[config.mk]
export PLATFORM = sky130hd
export DESIGN_NAME = arq_sender_window
export DESIGN_NICKNAME = d
export VERILOG_FILES = /design/src/rtl/arqsw_pkg.sv /design/src/rtl/arqsw_slot_ram.sv /design/src/rtl/arqsw_seq.sv /design/src/rtl/arq_sender_window.sv
export SDC_FILE = /design/constraint.sdc
export NUM_CORES = 2
export LEC_CHECK = 0
export BUFFER_PORTS_ARGS = -buffer_cell sky130_fd_sc_hd__buf_2
export CELL_PAD_IN_SITES_DETAIL_PLACEMENT = 0
export CELL_PAD_IN_SITES_GLOBAL_PLACEMENT = 1
export CORE_MARGIN = 8
export CORE_UTILIZATION = 45
export CTS_BUF_LIST = sky130_fd_sc_hd__clkbuf_16
export CTS_CLUSTER_SIZE = 8
export DETAILED_ROUTE_END_ITERATION = 10
export PLACE_DENSITY = 0.65
export SLEW_MARGIN = 20
export SYNTH_ARGS = -nofsm -noshare
export SYNTH_HDL_FRONTEND = slang
export SYNTH_HIERARCHICAL = 1
export SYNTH_SLANG_ARGS = --single-unit
[constraint.sdc]
create_clock -name clock -period 13.4 [get_ports clock]
set_clock_uncertainty 0.2 [all_clocks]
set_input_delay 2.01 -clock clock [delete_from_list [all_inputs] [get_ports clock]]
set_output_delay 2.01 -clock clock [all_outputs]
set_load 0.03 [all_outputs]
[src/rtl/arqsw_pkg.sv]
// package of the arq sender window: sizes, codes and item types
`default_nettype none

package arqsw_pkg;

   localparam int WINDOW_SLOTS = 16;
   localparam int IDX_W        = $clog2(WINDOW_SLOTS);
   localparam int CNT_W        = $clog2(WINDOW_SLOTS + 1);

   localparam int SLOT_FIELD_W   = 4;
   localparam int FLIGHT_FIELD_W = 5;
   localparam int ID_W           = 32;
   localparam int TIME_W         = 32;
   localparam int TIMEOUT_W      = 16;
   localparam int RETRY_W        = 4;

   localparam int CSR_IDX_W  = 1;
   localparam int CSR_DATA_W = 16;

   typedef logic [IDX_W-1:0]     slot_idx_type;
   typedef logic [CNT_W-1:0]     slot_cnt_type;
   typedef logic [CSR_IDX_W-1:0] csr_idx_type;

   localparam csr_idx_type CSR_TIMEOUT_MS  = 1'b0;
   localparam csr_idx_type CSR_RETRY_LIMIT = 1'b1;

   localparam logic [TIMEOUT_W-1:0] TIMEOUT_RESET = 16'd5000;
   localparam logic [RETRY_W-1:0]   RETRY_RESET   = 4'd6;
   localparam logic [RETRY_W-1:0]   RETRY_MAX     = 4'd15;

   localparam logic [1:0] REQ_SEND = 2'd0;
   localparam logic [1:0] REQ_ACK  = 2'd1;
   localparam logic [1:0] REQ_TICK = 2'd2;

   typedef enum logic [2:0] {
      ST_SENT        = 3'd0,
      ST_FULL        = 3'd1,
      ST_ACK_OK      = 3'd2,
      ST_ACK_UNKNOWN = 3'd3,
      ST_RETX        = 3'd4,
      ST_IDLE        = 3'd5,
      ST_DEAD        = 3'd6
   } status_type;

   typedef enum logic [2:0] {
      SEQ_IDLE,
      SEQ_EXEC,
      SEQ_ACK_SCAN,
      SEQ_SLIDE,
      SEQ_TICK_SCAN,
      SEQ_DELIVER
   } seq_state_type;

   typedef struct packed {
      logic [1:0]      req_type;
      logic [ID_W-1:0] seq_id;
   } req_item_type;

   typedef struct packed {
      status_type                status;
      logic [ID_W-1:0]           tx_id;
      logic [SLOT_FIELD_W-1:0]   slot_index;
      logic [FLIGHT_FIELD_W-1:0] in_flight;
   } rsp_item_type;

   typedef struct packed {
      logic [TIMEOUT_W-1:0] timeout_ms;
      logic [RETRY_W-1:0]   retry_limit;
   } cfg_type;

   typedef struct packed {
      logic [ID_W-1:0]    packet_id;
      logic [TIME_W-1:0]  sent_time;
      logic [RETRY_W-1:0] retries;
   } slot_entry_type;

   typedef struct packed {
      logic           rd_en;
      slot_idx_type   rd_addr;
      logic           wr_en;
      slot_idx_type   wr_addr;
      slot_entry_type wr_data;
   } ram_req_type;

   typedef struct packed {
      logic start;
      logic res_take;
   } seq_ctrl_type;

   typedef struct packed {
      logic ready;
      logic res_valid;
   } seq_status_type;

endpackage

`default_nettype wire

[src/rtl/arqsw_slot_ram.sv]
// slot memory: packet id, send time and retry count per slot, registered read
`default_nettype none

module arqsw_slot_ram (
   input  wire                    clock,
   input  arqsw_pkg::ram_req_type ram_req,
   output arqsw_pkg::slot_entry_type rd_data
);

   arqsw_pkg::slot_entry_type mem [arqsw_pkg::WINDOW_SLOTS];
   arqsw_pkg::slot_entry_type rd_data_ff;

   always_ff @(posedge clock) begin
      if (ram_req.wr_en) begin
         mem[ram_req.wr_addr] <= ram_req.wr_data;
      end
      if (ram_req.rd_en) begin
         rd_data_ff <= mem[ram_req.rd_addr];
      end
   end

   assign rd_data = rd_data_ff;

endmodule

`default_nettype wire

[src/rtl/arqsw_seq.sv]
// sequencer: window pointers, valid bits and the slot scan over the slot memory
`default_nettype none

module arqsw_seq (
   input  wire                        clock,
   input  wire                        reset,
   input  arqsw_pkg::cfg_type         cfg,
   input  arqsw_pkg::seq_ctrl_type    ctrl,
   input  arqsw_pkg::req_item_type    item,
   output arqsw_pkg::seq_status_type  status,
   output arqsw_pkg::rsp_item_type    res,
   output arqsw_pkg::ram_req_type     ram_req,
   input  arqsw_pkg::slot_entry_type  ram_q
);

   localparam int SUM_W = arqsw_pkg::CNT_W + 1;

   function automatic arqsw_pkg::slot_idx_type next_slot(input arqsw_pkg::slot_idx_type i);
      if (i == arqsw_pkg::slot_idx_type'(arqsw_pkg::WINDOW_SLOTS - 1)) begin
         return '0;
      end
      return i + 1'b1;
   endfunction

   arqsw_pkg::seq_state_type state_ff, state_in;
   arqsw_pkg::req_item_type  item_ff, item_in;
   arqsw_pkg::slot_idx_type  head_ff, head_in;
   arqsw_pkg::slot_idx_type  tail_ff, tail_in;
   arqsw_pkg::slot_cnt_type  count_ff, count_in;
   logic [arqsw_pkg::TIME_W-1:0] now_ff, now_in;
   logic [arqsw_pkg::WINDOW_SLOTS-1:0] valid_ff, valid_in;
   arqsw_pkg::slot_cnt_type  issue_ff, issue_in;
   logic                     pend_ff, pend_in;
   arqsw_pkg::slot_idx_type  pend_idx_ff, pend_idx_in;
   arqsw_pkg::rsp_item_type  res_ff, res_in;

   logic [SUM_W-1:0]         tick_sum;
   arqsw_pkg::slot_idx_type  scan_addr;
   arqsw_pkg::slot_idx_type  vidx;
   logic                     v_sel;
   logic [arqsw_pkg::TIME_W-1:0] age;
   logic                     scan_done;

   // slot address of the next scan step: from zero for an ack, from the tail for a tick
   always_comb begin
      tick_sum = SUM_W'(tail_ff) + SUM_W'(issue_ff);
      if (tick_sum >= SUM_W'(arqsw_pkg::WINDOW_SLOTS)) begin
         tick_sum = tick_sum - SUM_W'(arqsw_pkg::WINDOW_SLOTS);
      end
      if (state_ff == arqsw_pkg::SEQ_TICK_SCAN) begin
         scan_addr = arqsw_pkg::slot_idx_type'(tick_sum);
      end else begin
         scan_addr = issue_ff[arqsw_pkg::IDX_W-1:0];
      end
      vidx  = (state_ff == arqsw_pkg::SEQ_SLIDE) ? tail_ff : scan_addr;
      v_sel = valid_ff[vidx];
      age   = now_ff - ram_q.sent_time;
      scan_done = (issue_ff == arqsw_pkg::slot_cnt_type'(arqsw_pkg::WINDOW_SLOTS));
   end

   always_comb begin
      state_in    = state_ff;
      item_in     = item_ff;
      head_in     = head_ff;
      tail_in     = tail_ff;
      count_in    = count_ff;
      now_in      = now_ff;
      valid_in    = valid_ff;
      issue_in    = issue_ff;
      pend_in     = 1'b0;
      pend_idx_in = pend_idx_ff;
      res_in      = res_ff;
      ram_req     = '0;
      ram_req.rd_addr = scan_addr;

      unique case (state_ff)
         arqsw_pkg::SEQ_IDLE: begin
            if (ctrl.start) begin
               item_in  = item;
               issue_in = '0;
               priority case (item.req_type)
                  arqsw_pkg::REQ_ACK: begin
                     state_in = arqsw_pkg::SEQ_ACK_SCAN;
                  end
                  arqsw_pkg::REQ_TICK: begin
                     now_in   = now_ff + 1'b1;
                     state_in = arqsw_pkg::SEQ_TICK_SCAN;
                  end
                  default: begin
                     state_in = arqsw_pkg::SEQ_EXEC;
                  end
               endcase
            end
         end

         arqsw_pkg::SEQ_EXEC: begin
            res_in.status     = arqsw_pkg::ST_IDLE;
            res_in.tx_id      = '0;
            res_in.slot_index = '0;
            res_in.in_flight  = arqsw_pkg::FLIGHT_FIELD_W'(count_ff);
            if (item_ff.req_type == arqsw_pkg::REQ_SEND) begin
               res_in.slot_index = arqsw_pkg::SLOT_FIELD_W'(head_ff);
               if (count_ff == arqsw_pkg::slot_cnt_type'(arqsw_pkg::WINDOW_SLOTS)) begin
                  res_in.status = arqsw_pkg::ST_FULL;
               end else begin
                  ram_req.wr_en             = 1'b1;
                  ram_req.wr_addr           = head_ff;
                  ram_req.wr_data.packet_id = item_ff.seq_id;
                  ram_req.wr_data.sent_time = now_ff;
                  ram_req.wr_data.retries   = '0;
                  valid_in[head_ff]         = 1'b1;
                  head_in                   = next_slot(head_ff);
                  count_in                  = count_ff + 1'b1;
                  res_in.status             = arqsw_pkg::ST_SENT;
                  res_in.tx_id              = item_ff.seq_id;
                  res_in.in_flight          = arqsw_pkg::FLIGHT_FIELD_W'(count_ff + 1'b1);
               end
            end
            state_in = arqsw_pkg::SEQ_DELIVER;
         end

         arqsw_pkg::SEQ_ACK_SCAN: begin
            // compare the slot read last cycle while the next read goes out
            if (pend_ff && ram_q.packet_id == item_ff.seq_id) begin
               valid_in[pend_idx_ff] = 1'b0;
               res_in.status         = arqsw_pkg::ST_ACK_OK;
               res_in.tx_id          = '0;
               res_in.slot_index     = arqsw_pkg::SLOT_FIELD_W'(pend_idx_ff);
               state_in              = arqsw_pkg::SEQ_SLIDE;
            end else if (scan_done) begin
               res_in.status     = arqsw_pkg::ST_ACK_UNKNOWN;
               res_in.tx_id      = '0;
               res_in.slot_index = '0;
               res_in.in_flight  = arqsw_pkg::FLIGHT_FIELD_W'(count_ff);
               state_in          = arqsw_pkg::SEQ_DELIVER;
            end else begin
               ram_req.rd_en = 1'b1;
               pend_in       = v_sel;
               pend_idx_in   = scan_addr;
               issue_in      = issue_ff + 1'b1;
            end
         end

         arqsw_pkg::SEQ_SLIDE: begin
            // one cleared slot leaves the tail per cycle
            if (count_ff != '0 && !v_sel) begin
               tail_in  = next_slot(tail_ff);
               count_in = count_ff - 1'b1;
            end else begin
               res_in.in_flight = arqsw_pkg::FLIGHT_FIELD_W'(count_ff);
               state_in         = arqsw_pkg::SEQ_DELIVER;
            end
         end

         arqsw_pkg::SEQ_TICK_SCAN: begin
            res_in.in_flight = arqsw_pkg::FLIGHT_FIELD_W'(count_ff);
            res_in.tx_id     = '0;
            if (pend_ff && age > arqsw_pkg::TIME_W'(cfg.timeout_ms)) begin
               res_in.slot_index = arqsw_pkg::SLOT_FIELD_W'(pend_idx_ff);
               if (ram_q.retries > cfg.retry_limit) begin
                  res_in.status = arqsw_pkg::ST_DEAD;
               end else begin
                  ram_req.wr_en             = 1'b1;
                  ram_req.wr_addr           = pend_idx_ff;
                  ram_req.wr_data.packet_id = ram_q.packet_id;
                  ram_req.wr_data.sent_time = now_ff;
                  ram_req.wr_data.retries   = (ram_q.retries == arqsw_pkg::RETRY_MAX) ?
                                              arqsw_pkg::RETRY_MAX : ram_q.retries + 1'b1;
                  res_in.status             = arqsw_pkg::ST_RETX;
                  res_in.tx_id              = ram_q.packet_id;
               end
               state_in = arqsw_pkg::SEQ_DELIVER;
            end else if (scan_done) begin
               res_in.status     = arqsw_pkg::ST_IDLE;
               res_in.slot_index = '0;
               state_in          = arqsw_pkg::SEQ_DELIVER;
            end else begin
               ram_req.rd_en = 1'b1;
               pend_in       = v_sel;
               pend_idx_in   = scan_addr;
               issue_in      = issue_ff + 1'b1;
            end
         end

         arqsw_pkg::SEQ_DELIVER: begin
            if (ctrl.res_take) begin
               state_in = arqsw_pkg::SEQ_IDLE;
            end
         end

         default: begin
            state_in = arqsw_pkg::SEQ_IDLE;
         end
      endcase
   end

   always_ff @(posedge clock) begin
      if (reset) begin
         state_ff <= arqsw_pkg::SEQ_IDLE;
         head_ff  <= '0;
         tail_ff  <= '0;
         count_ff <= '0;
         now_ff   <= '0;
         valid_ff <= '0;
         issue_ff <= '0;
         pend_ff  <= 1'b0;
      end else begin
         state_ff <= state_in;
         head_ff  <= head_in;
         tail_ff  <= tail_in;
         count_ff <= count_in;
         now_ff   <= now_in;
         valid_ff <= valid_in;
         issue_ff <= issue_in;
         pend_ff  <= pend_in;
      end
   end

   always_ff @(posedge clock) begin
      item_ff     <= item_in;
      pend_idx_ff <= pend_idx_in;
      res_ff      <= res_in;
   end

   assign status.ready     = (state_ff == arqsw_pkg::SEQ_IDLE);
   assign status.res_valid = (state_ff == arqsw_pkg::SEQ_DELIVER);
   assign res              = res_ff;

endmodule

`default_nettype wire

[src/rtl/arq_sender_window.sv]
// top level of the selective-repeat arq sender window
//
//   channel   direction   handshake            payload
//   req       in          req_valid/req_stall  arqsw_pkg::req_item_type
//   rsp       out         rsp_valid/rsp_stall  arqsw_pkg::rsp_item_type
//   csr       in          csr_wr_en            csr_index, csr_wr_data
//
// a tick scans the window from the tail, and an ack scans the slots and then slides the tail:
// the slot scan walks the slot memory one entry per cycle through its single read
// port, and the tail slide moves one slot per cycle
// one item is worked on at a time; the next item is taken while a result waits in
// the output register
// synchronous active-high reset clears pointers, valid bits and the clock; the
// slot memory needs no clearing since only data read from valid slots is ever used
// a stalled result holds the sequencer before it can finish the following item
`default_nettype none

module arq_sender_window (
   input  wire                                     clock,
   input  wire                                     reset,
   input  wire                                     req_valid,
   output logic                                    req_stall,
   input  arqsw_pkg::req_item_type                 req_item,
   output logic                                    rsp_valid,
   input  wire                                     rsp_stall,
   output arqsw_pkg::rsp_item_type                 rsp_item,
   input  wire                                     csr_wr_en,
   input  wire [arqsw_pkg::CSR_IDX_W-1:0]          csr_index,
   input  wire [arqsw_pkg::CSR_DATA_W-1:0]         csr_wr_data
);

   arqsw_pkg::cfg_type         cfg_ff, cfg_in;
   logic                       rsp_valid_ff, rsp_valid_in;
   arqsw_pkg::rsp_item_type    rsp_item_ff;

   arqsw_pkg::seq_ctrl_type    seq_ctrl;
   arqsw_pkg::seq_status_type  seq_status;
   arqsw_pkg::rsp_item_type    seq_res;
   arqsw_pkg::ram_req_type     ram_req;
   arqsw_pkg::slot_entry_type  ram_q;
   logic                       out_free;

   // configuration registers
   always_comb begin
      cfg_in = cfg_ff;
      if (csr_wr_en) begin
         unique case (csr_index)
            arqsw_pkg::CSR_TIMEOUT_MS: begin
               cfg_in.timeout_ms = csr_wr_data[arqsw_pkg::TIMEOUT_W-1:0];
            end
            arqsw_pkg::CSR_RETRY_LIMIT: begin
               cfg_in.retry_limit = csr_wr_data[arqsw_pkg::RETRY_W-1:0];
            end
         endcase
      end
   end

   // input side: items are taken only while the sequencer is free
   assign req_stall      = !seq_status.ready;
   assign seq_ctrl.start = req_valid && !req_stall;

   // output register parts the sequencer from the result channel
   assign out_free          = !rsp_valid_ff || !rsp_stall;
   assign seq_ctrl.res_take = seq_status.res_valid && out_free;

   always_comb begin
      rsp_valid_in = rsp_valid_ff;
      if (seq_ctrl.res_take) begin
         rsp_valid_in = 1'b1;
      end else if (!rsp_stall) begin
         rsp_valid_in = 1'b0;
      end
   end

   always_ff @(posedge clock) begin
      if (reset) begin
         cfg_ff.timeout_ms  <= arqsw_pkg::TIMEOUT_RESET;
         cfg_ff.retry_limit <= arqsw_pkg::RETRY_RESET;
         rsp_valid_ff       <= 1'b0;
      end else begin
         cfg_ff       <= cfg_in;
         rsp_valid_ff <= rsp_valid_in;
      end
   end

   always_ff @(posedge clock) begin
      if (seq_ctrl.res_take) begin
         rsp_item_ff <= seq_res;
      end
   end

   assign rsp_valid = rsp_valid_ff;
   assign rsp_item  = rsp_item_ff;

   // sequencer and slot memory; reads and writes of one slot never fall in the
   // same cycle, since a write only ends a scan or serves a send
   arqsw_seq u_seq (
      .clock   (clock),
      .reset   (reset),
      .cfg     (cfg_ff),
      .ctrl    (seq_ctrl),
      .item    (req_item),
      .status  (seq_status),
      .res     (seq_res),
      .ram_req (ram_req),
      .ram_q   (ram_q)
   );

   arqsw_slot_ram u_slot_ram (
      .clock   (clock),
      .ram_req (ram_req),
      .rd_data (ram_q)
   );

endmodule

`default_nettype wire

-- After elaboration in Yosys (flattened, before gate mapping)
Memory sizes are Yosys's and may differ from the RTL's. A register that Yosys moved wholly into a read port is not among the register bits.
Cells that the tools add are included.
- flip-flop bits (word level): 217
- latch bits: 0
- bits in writable memories: 1088
- memory bits (read-only): 0
- input bits: 56
- output and inout port bits: 46
- logic and storage cells: 186
- memories kept: 1
- memories (name ; depth ; bits a word ; rd ports ; clocked after memory_dff ; write ports ; RTL line ; source):
    u_slot_ram.mem ; 16 ; 68 ; 1 ; 1 ; 1 ; arqsw_slot_ram.sv:10 ; arqsw_pkg::slot_entry_type mem [arqsw_pkg::WINDOW_SLOTS];
- $add $sub $neg: 10
- multiply operators: 0
- divide/modulo/power cells: 0
- $lt $le $gt $ge: 8
- eq/ne operators: 26
- shifts and indexed selects: 0
- muxes and demuxes: 79
- bitwise logic cells: 5
- reduce and logical (&&, ||, !) cells: 35
- operator list (operator ; count):
    $mux 73 ; 4
    $pmux 73 s2 ; 1
    $pmux 39 s3 ; 1
    $mux 32 ; 3
    $mux 44 ; 2
    $mux 4 ; 13
    $mux 16 ; 3
    $mux 5 ; 9
    $mux 39 ; 1
    $add 32x1->32 const B ; 1
    $eq 32x32->1 ; 1
    $gt 32x16->1 ; 1
    $pmux 16 s2 ; 1
    $sub 32x32->32 ; 1
    $mux 3 ; 8
    $mux 1 ; 21
    $pmux 5 s4 ; 1
    $pmux 3 s6 ; 1
    $reduce_and 3->1 ; 6
    $and 16x16->16 ; 1
    $not 16->16 ; 1
    $or 16x16->16 ; 1
    $lt 4x5->1 const B ; 3
    $pmux 5 s3 ; 1
    other kinds (38) ; 77

-- Longest topological paths before layout
- depth after elaboration: 12
- gate-level depth with buffers: 24
- depth with buffers taken out: 22

-- Cells and area by module
Netlist, hierarchy kept.
- by module, submodules not included (module ; times used ; cells each ; area each (um2) ; seq. area each (um2)):
    arqsw_slot_ram ; 1 ; 1750 ; 42659.7 ; 34713.3
    arqsw_seq ; 1 ; 1156 ; 10523.8 ; 3863.7
    arq_sender_window ; 1 ; 136 ; 2288.4 ; 1741.7

-- Least setup slack after synthesis
OpenSTA, ideal clock, no wires.
- path type: reg-to-reg
- start point: register u_seq/now_ff[3] in the netlist's numbering
- end point: memory u_slot_ram/mem[0][0] in the netlist's numbering, enable pin
- setup time: 0.578 ns
- data arrival time: 9.928 ns
- data required time: 12.622 ns
- slack: 2.695 ns
- cell stages (with the launch flop): 23
- buffers on the path: 2
- period minus slack after synthesis: 10.705 ns
- cell sequence: dfxtp_1 ha_1 and2_1 a221o_1 o21ba_1 nor2b_1 o21ai_0 xor2_1 ha_1 and3_1 a221o_1 a221oi_1 a41oi_1 a2111oi_0 nand4_1 a211o_1 o41ai_4 nor2_1 buf_4 buf_6 a22o_1 or3b_2 nor3_1
- RTL lines (item ; RTL line ; source):
    start, declared ; arqsw_seq.sv:30 ; logic [arqsw_pkg::TIME_W-1:0] now_ff, now_in;
    start signal, assigned ; arqsw_seq.sv:212 ; now_ff <= now_in;
    end, declared ; arqsw_slot_ram.sv:10 ;

==> run metrics <==
GRT Total Usage=19.8%; unrepaired setup endpoints after global routing=no; EDFF count, synth=1282; VDD IR max=0.136 mV; IO Port Bufs=101; CTS tree=done; root buf cell=clkbuf_16; routed len/inst=27.5 um; Rel. slew slack=25.0%; R2R cell count=23; Initial DRC Count=2579; Area Overhead vs Synth=13.9%; clk_lat worst skew=0.79 ns; Pwr Density=180 nW/um^2; largest net degree at the start of global routing=100; Post-CTS Hold Fix Bufs=0; gpl congestion=0.851; Post-synth top flop=edfxtp_1; initial antenna violation count=1; Sum Neg Setup Slack=0 ns; FMAX=0.116 GHz; crit path kind=reg2reg; Die W=367 um; Yosys reg bits=1373; post-CTS setup buffer count=0; clock share of power=37.3%; WHS=0.199 ns; sequential-to-total area share from yosys stat=72.7%; switch share=26.6%; placed insts=4687; DRT antenna net count=0; worst slew pin tran=1.12 ns; vias=29500; Avg Inst Size Synth=18.2 sq um; syn nets=3168; CP top delay family=compound AO/OA/AOI/OAI gates; Routed WL=135000 um; crit path launch type=register; clock buffer count from CTS=190; final cell count without fillers=4922; MaxCap Viol Count=0; Cell variety after synth=82; # resized after CTS=0; Syn Inst Count=3042; I/O pin cnt=102; Int Power=8350 uW; dpl hpwl=78300 um; Critical Path End=u_slot_ram/mem[14][4]; Final setup viols=0; area of the die=135000 sq um; worst r2r dst=u_slot_ram/mem[14][4]; crit path cell chain=inv_1 -> ha_1 -> fa_1 -> nand2b_1 -> a21oi_1 -> o21a_1 -> nor2_1 -> xnor2_1 -> ha_1 -> and3_1 -> a221o_1 -> a221oi_1 -> a41oi_1 -> a2111oi_0 -> nand4_1 -> a211o_1 -> o41ai_4 -> nor2_4 -> a22o_1 -> nand2b_1 -> nor2_4 -> buf_4 -> buf_4; fill count=9965; vias in the first global route=30800; crit path from=u_seq/now_ff[0]; fin crit period=8.62 ns; Max Fanout on Critical Path=29; via-per-instance ratio=6.00; initial core utilization=45.1%; Crit path depth=23; Worst EP required=13.60 ns; Leak=0.0193 uW; fraction of registers with async set or reset after synthesis=0%; Comb pwr share=17.3%; Clock transition at path regs=0.06 ns; Core ar.=123000 sq um; # DRC=0; Sequential Power Share=45.4%; drt pass-1 iters=6; worst path buffer plus inverter count=3; layout cell share with drive strength beyond 1=21.5%; warning count from the yosys run=6; Crit path largest cell delay=0.71 ns; Final period util=64.3%; Slew Viols, Final=0; fin nets=3368; GRT overflow=0; Crit-path slowest cell=nor2_4; Hold Path Class=reg2reg; signal arrival time at the worst endpoint=8.82 ns; H-tree levels=4; status=complete, no violations; Die H=367 um; P_sw=3030 uW; Num Clock Sinks=1373; first-pass GRT wire length=202000 um; RR Startpoint=u_seq/now_ff[0]; Max clock buf depth=3; mapped cell area=55500 sq um; # rows=129; Fin. Hold Viols=0; R2R Setup Slk=4.78 ns; CP Capture Type=register
-- worst min-delay path by stage --
| stage | startpoint | end | slack [ns] | depth (start not counted) |
|---|---|---|---|---|
| floorplan | u_seq/res[0] | rsp_item[0] | 0.20 | 0 |
| global placement | u_seq/res[38] | rsp_item[38] | 0.20 | 0 |
| detailed placement | u_seq/res[18] | rsp_item[18] | 0.20 | 0 |
| CTS | u_seq/res[43] | rsp_item[43] | 0.19 | 0 |
| global route | u_seq/res[43] | rsp_item[43] | 0.21 | 0 |
| finish | u_seq/res[43] | rsp_item[43] | 0.20 | 0 |
-- power groups by stage --
stage	clock [uW]	sequential [uW]	combinational (uW)
2_1_floorplan	0	5200	1470
3_3_place_gp	0	5240	1990
3_5_place_dp	0	5240	2000
4_1_cts	4350	5160	2020
5_1_grt	4500	5180	2150
6_report	4250	5170	1970
-- kinds of logic (layout without fill, tap and decap cells) --
kind of cell | Yosys count | after routing | synth area share, %
buffers and inverters | 234 | 475 | 1.90
adders and majority gates | 70 | 70 | 1.61
xor gates and xnor gates | 84 | 84 | 1.33
and+or+nand+nor | 460 | 460 | 4.04
muxes | 310 | 310 | 11.8
other | 0 | 2 | 0
AOI/OAI and AO/OA | 511 | 511 | 6.61
DFF | 1373 | 1373 | 72.7
-- layout make-up --
| class | instances | area [sq um] | area share (%) |
|---|---|---|---|
| flip-flops and latches | 1373 | 40300 | 63.8 |
| well taps | 1637 | 2050 | 3.24 |
| inverters | 80 | 300 | 0.475 |
| multi-input cells | 1435 | 14300 | 22.7 |
| clock inverters | 41 | 405 | 0.641 |
| repair buffers | 162 | 998 | 1.58 |
| diodes | 2 | 5.00 | 0.00792 |
| clock buffers | 192 | 4800 | 7.60 |
-- cell usage in the layout, fill, tap and decap left out, types with 7 or more instances in the layout --
cell | synthesis | routed
a211o_1 | 7 | 7
inv_1 | 80 | 106
a22oi_1 | 139 | 139
nand3_1 | 28 | 28
buf_4 | 11 | 60
o21a_1 | 42 | 42
mux2i_1 | 28 | 27
o211ai_1 | 15 | 15
nor2_1 | 107 | 91
nand2_1 | 162 | 162
o21ai_0 | 53 | 52
xnor2_1 | 37 | 37
a31oi_1 | 14 | 14
buf_2 | 37 | 100
ha_1 | 68 | 68
clkinv_16 | 0 | 7
nand4_1 | 24 | 24
xor2_1 | 47 | 47
edfxtp_1 | 1282 | 1282
nor2_4 | 0 | 16
and3_1 | 17 | 17
o21ai_2 | 10 | 10
a211oi_1 | 9 | 9
a21o_1 | 11 | 11
mux4_2 | 276 | 276
nor4_1 | 11 | 10
clkbuf_16 | 0 | 192
a22o_1 | 74 | 74
a21oi_1 | 86 | 86
nand2b_1 | 24 | 24
nor2b_1 | 11 | 8
dfxtp_1 | 91 | 91
or3_1 | 15 | 15
nor3_1 | 20 | 15
-- stage by stage --
stage | utilization (%) | cell area (sq um) | power [uW] | setup WS (ns)
6_report | 51.4 | 63200 | 11400 | 4.78
5_1_grt | 51.4 | 63200 | 11800 | 4.28
4_1_cts | 51.4 | 63200 | 11500 | 4.81
3_5_place_dp | 47.2 | 58000 | 7240 | 4.86
3_3_place_gp | 47.1 | 58000 | 7230 | 5.00
2_1_floorplan | - | 55500 | 6670 | 2.69
-- metal layers --
layer	part of all wire [%]	wire length, um	global-route usage (%)
met1	44	59600	27.6
met2	48	65100	32.1
met3	6.0	8140	3.91
met4	1.9	2560	5.24
met5	0	0	0
-- state kept, by name, indices dropped and copies added, names as in the netlist --
name / count
u_seq/item_ff: 34
u_seq/now_ff: 32
rsp_valid: 1
u_seq/tail_ff: 4
u_seq/issue_ff: 5
u_slot_ram/mem: 1088
u_seq/state_ff: 3
u_seq/head_ff: 4
u_seq/pend_idx_ff: 4
u_seq/res: 44
cfg_ff: 20
rsp_item: 44
u_seq/pend_ff: 1
u_slot_ram/rd_data: 68
u_seq/count_ff: 5
u_seq/valid_ff: 16
-- worst reg2reg max path, delay by kind of cell, from the launching register on --
family          cells  cell delay, ns
fa+ha+maj           3            0.88
buf+inv             3            1.20
compound gates      9            3.25
simple gates        7            2.13
xor+xnor            1            0.17
flops               1            0.42
-- cells in the mapped netlist, drive strengths merged, types with 10 or more instances --
library cell / count / area share [%]
a211oi: 10 / 0.14
a21o: 11 / 0.15
a21oi: 86 / 0.78
a22o: 74 / 1.2
a22oi: 139 / 1.9
a31oi: 14 / 0.16
and3: 17 / 0.19
buf: 64 / 0.75
clkbuf: 90 / 0.61
dfxtp: 91 / 3.3
edfxtp: 1282 / 69
ha: 68 / 1.5
inv: 80 / 0.54
mux2i: 28 / 0.51
mux4: 276 / 11
nand2: 164 / 1.1
nand2b: 24 / 0.27
nand3: 28 / 0.25
nand4: 24 / 0.27
nor2: 107 / 0.72
nor2b: 11 / 0.12
nor3: 21 / 0.21
nor4: 11 / 0.12
o211ai: 15 / 0.20
o21a: 42 / 0.57
o21ai: 67 / 0.67
or3: 15 / 0.17
xnor2: 37 / 0.58
xor2: 47 / 0.74
Power figures use the tool's default switching activity.
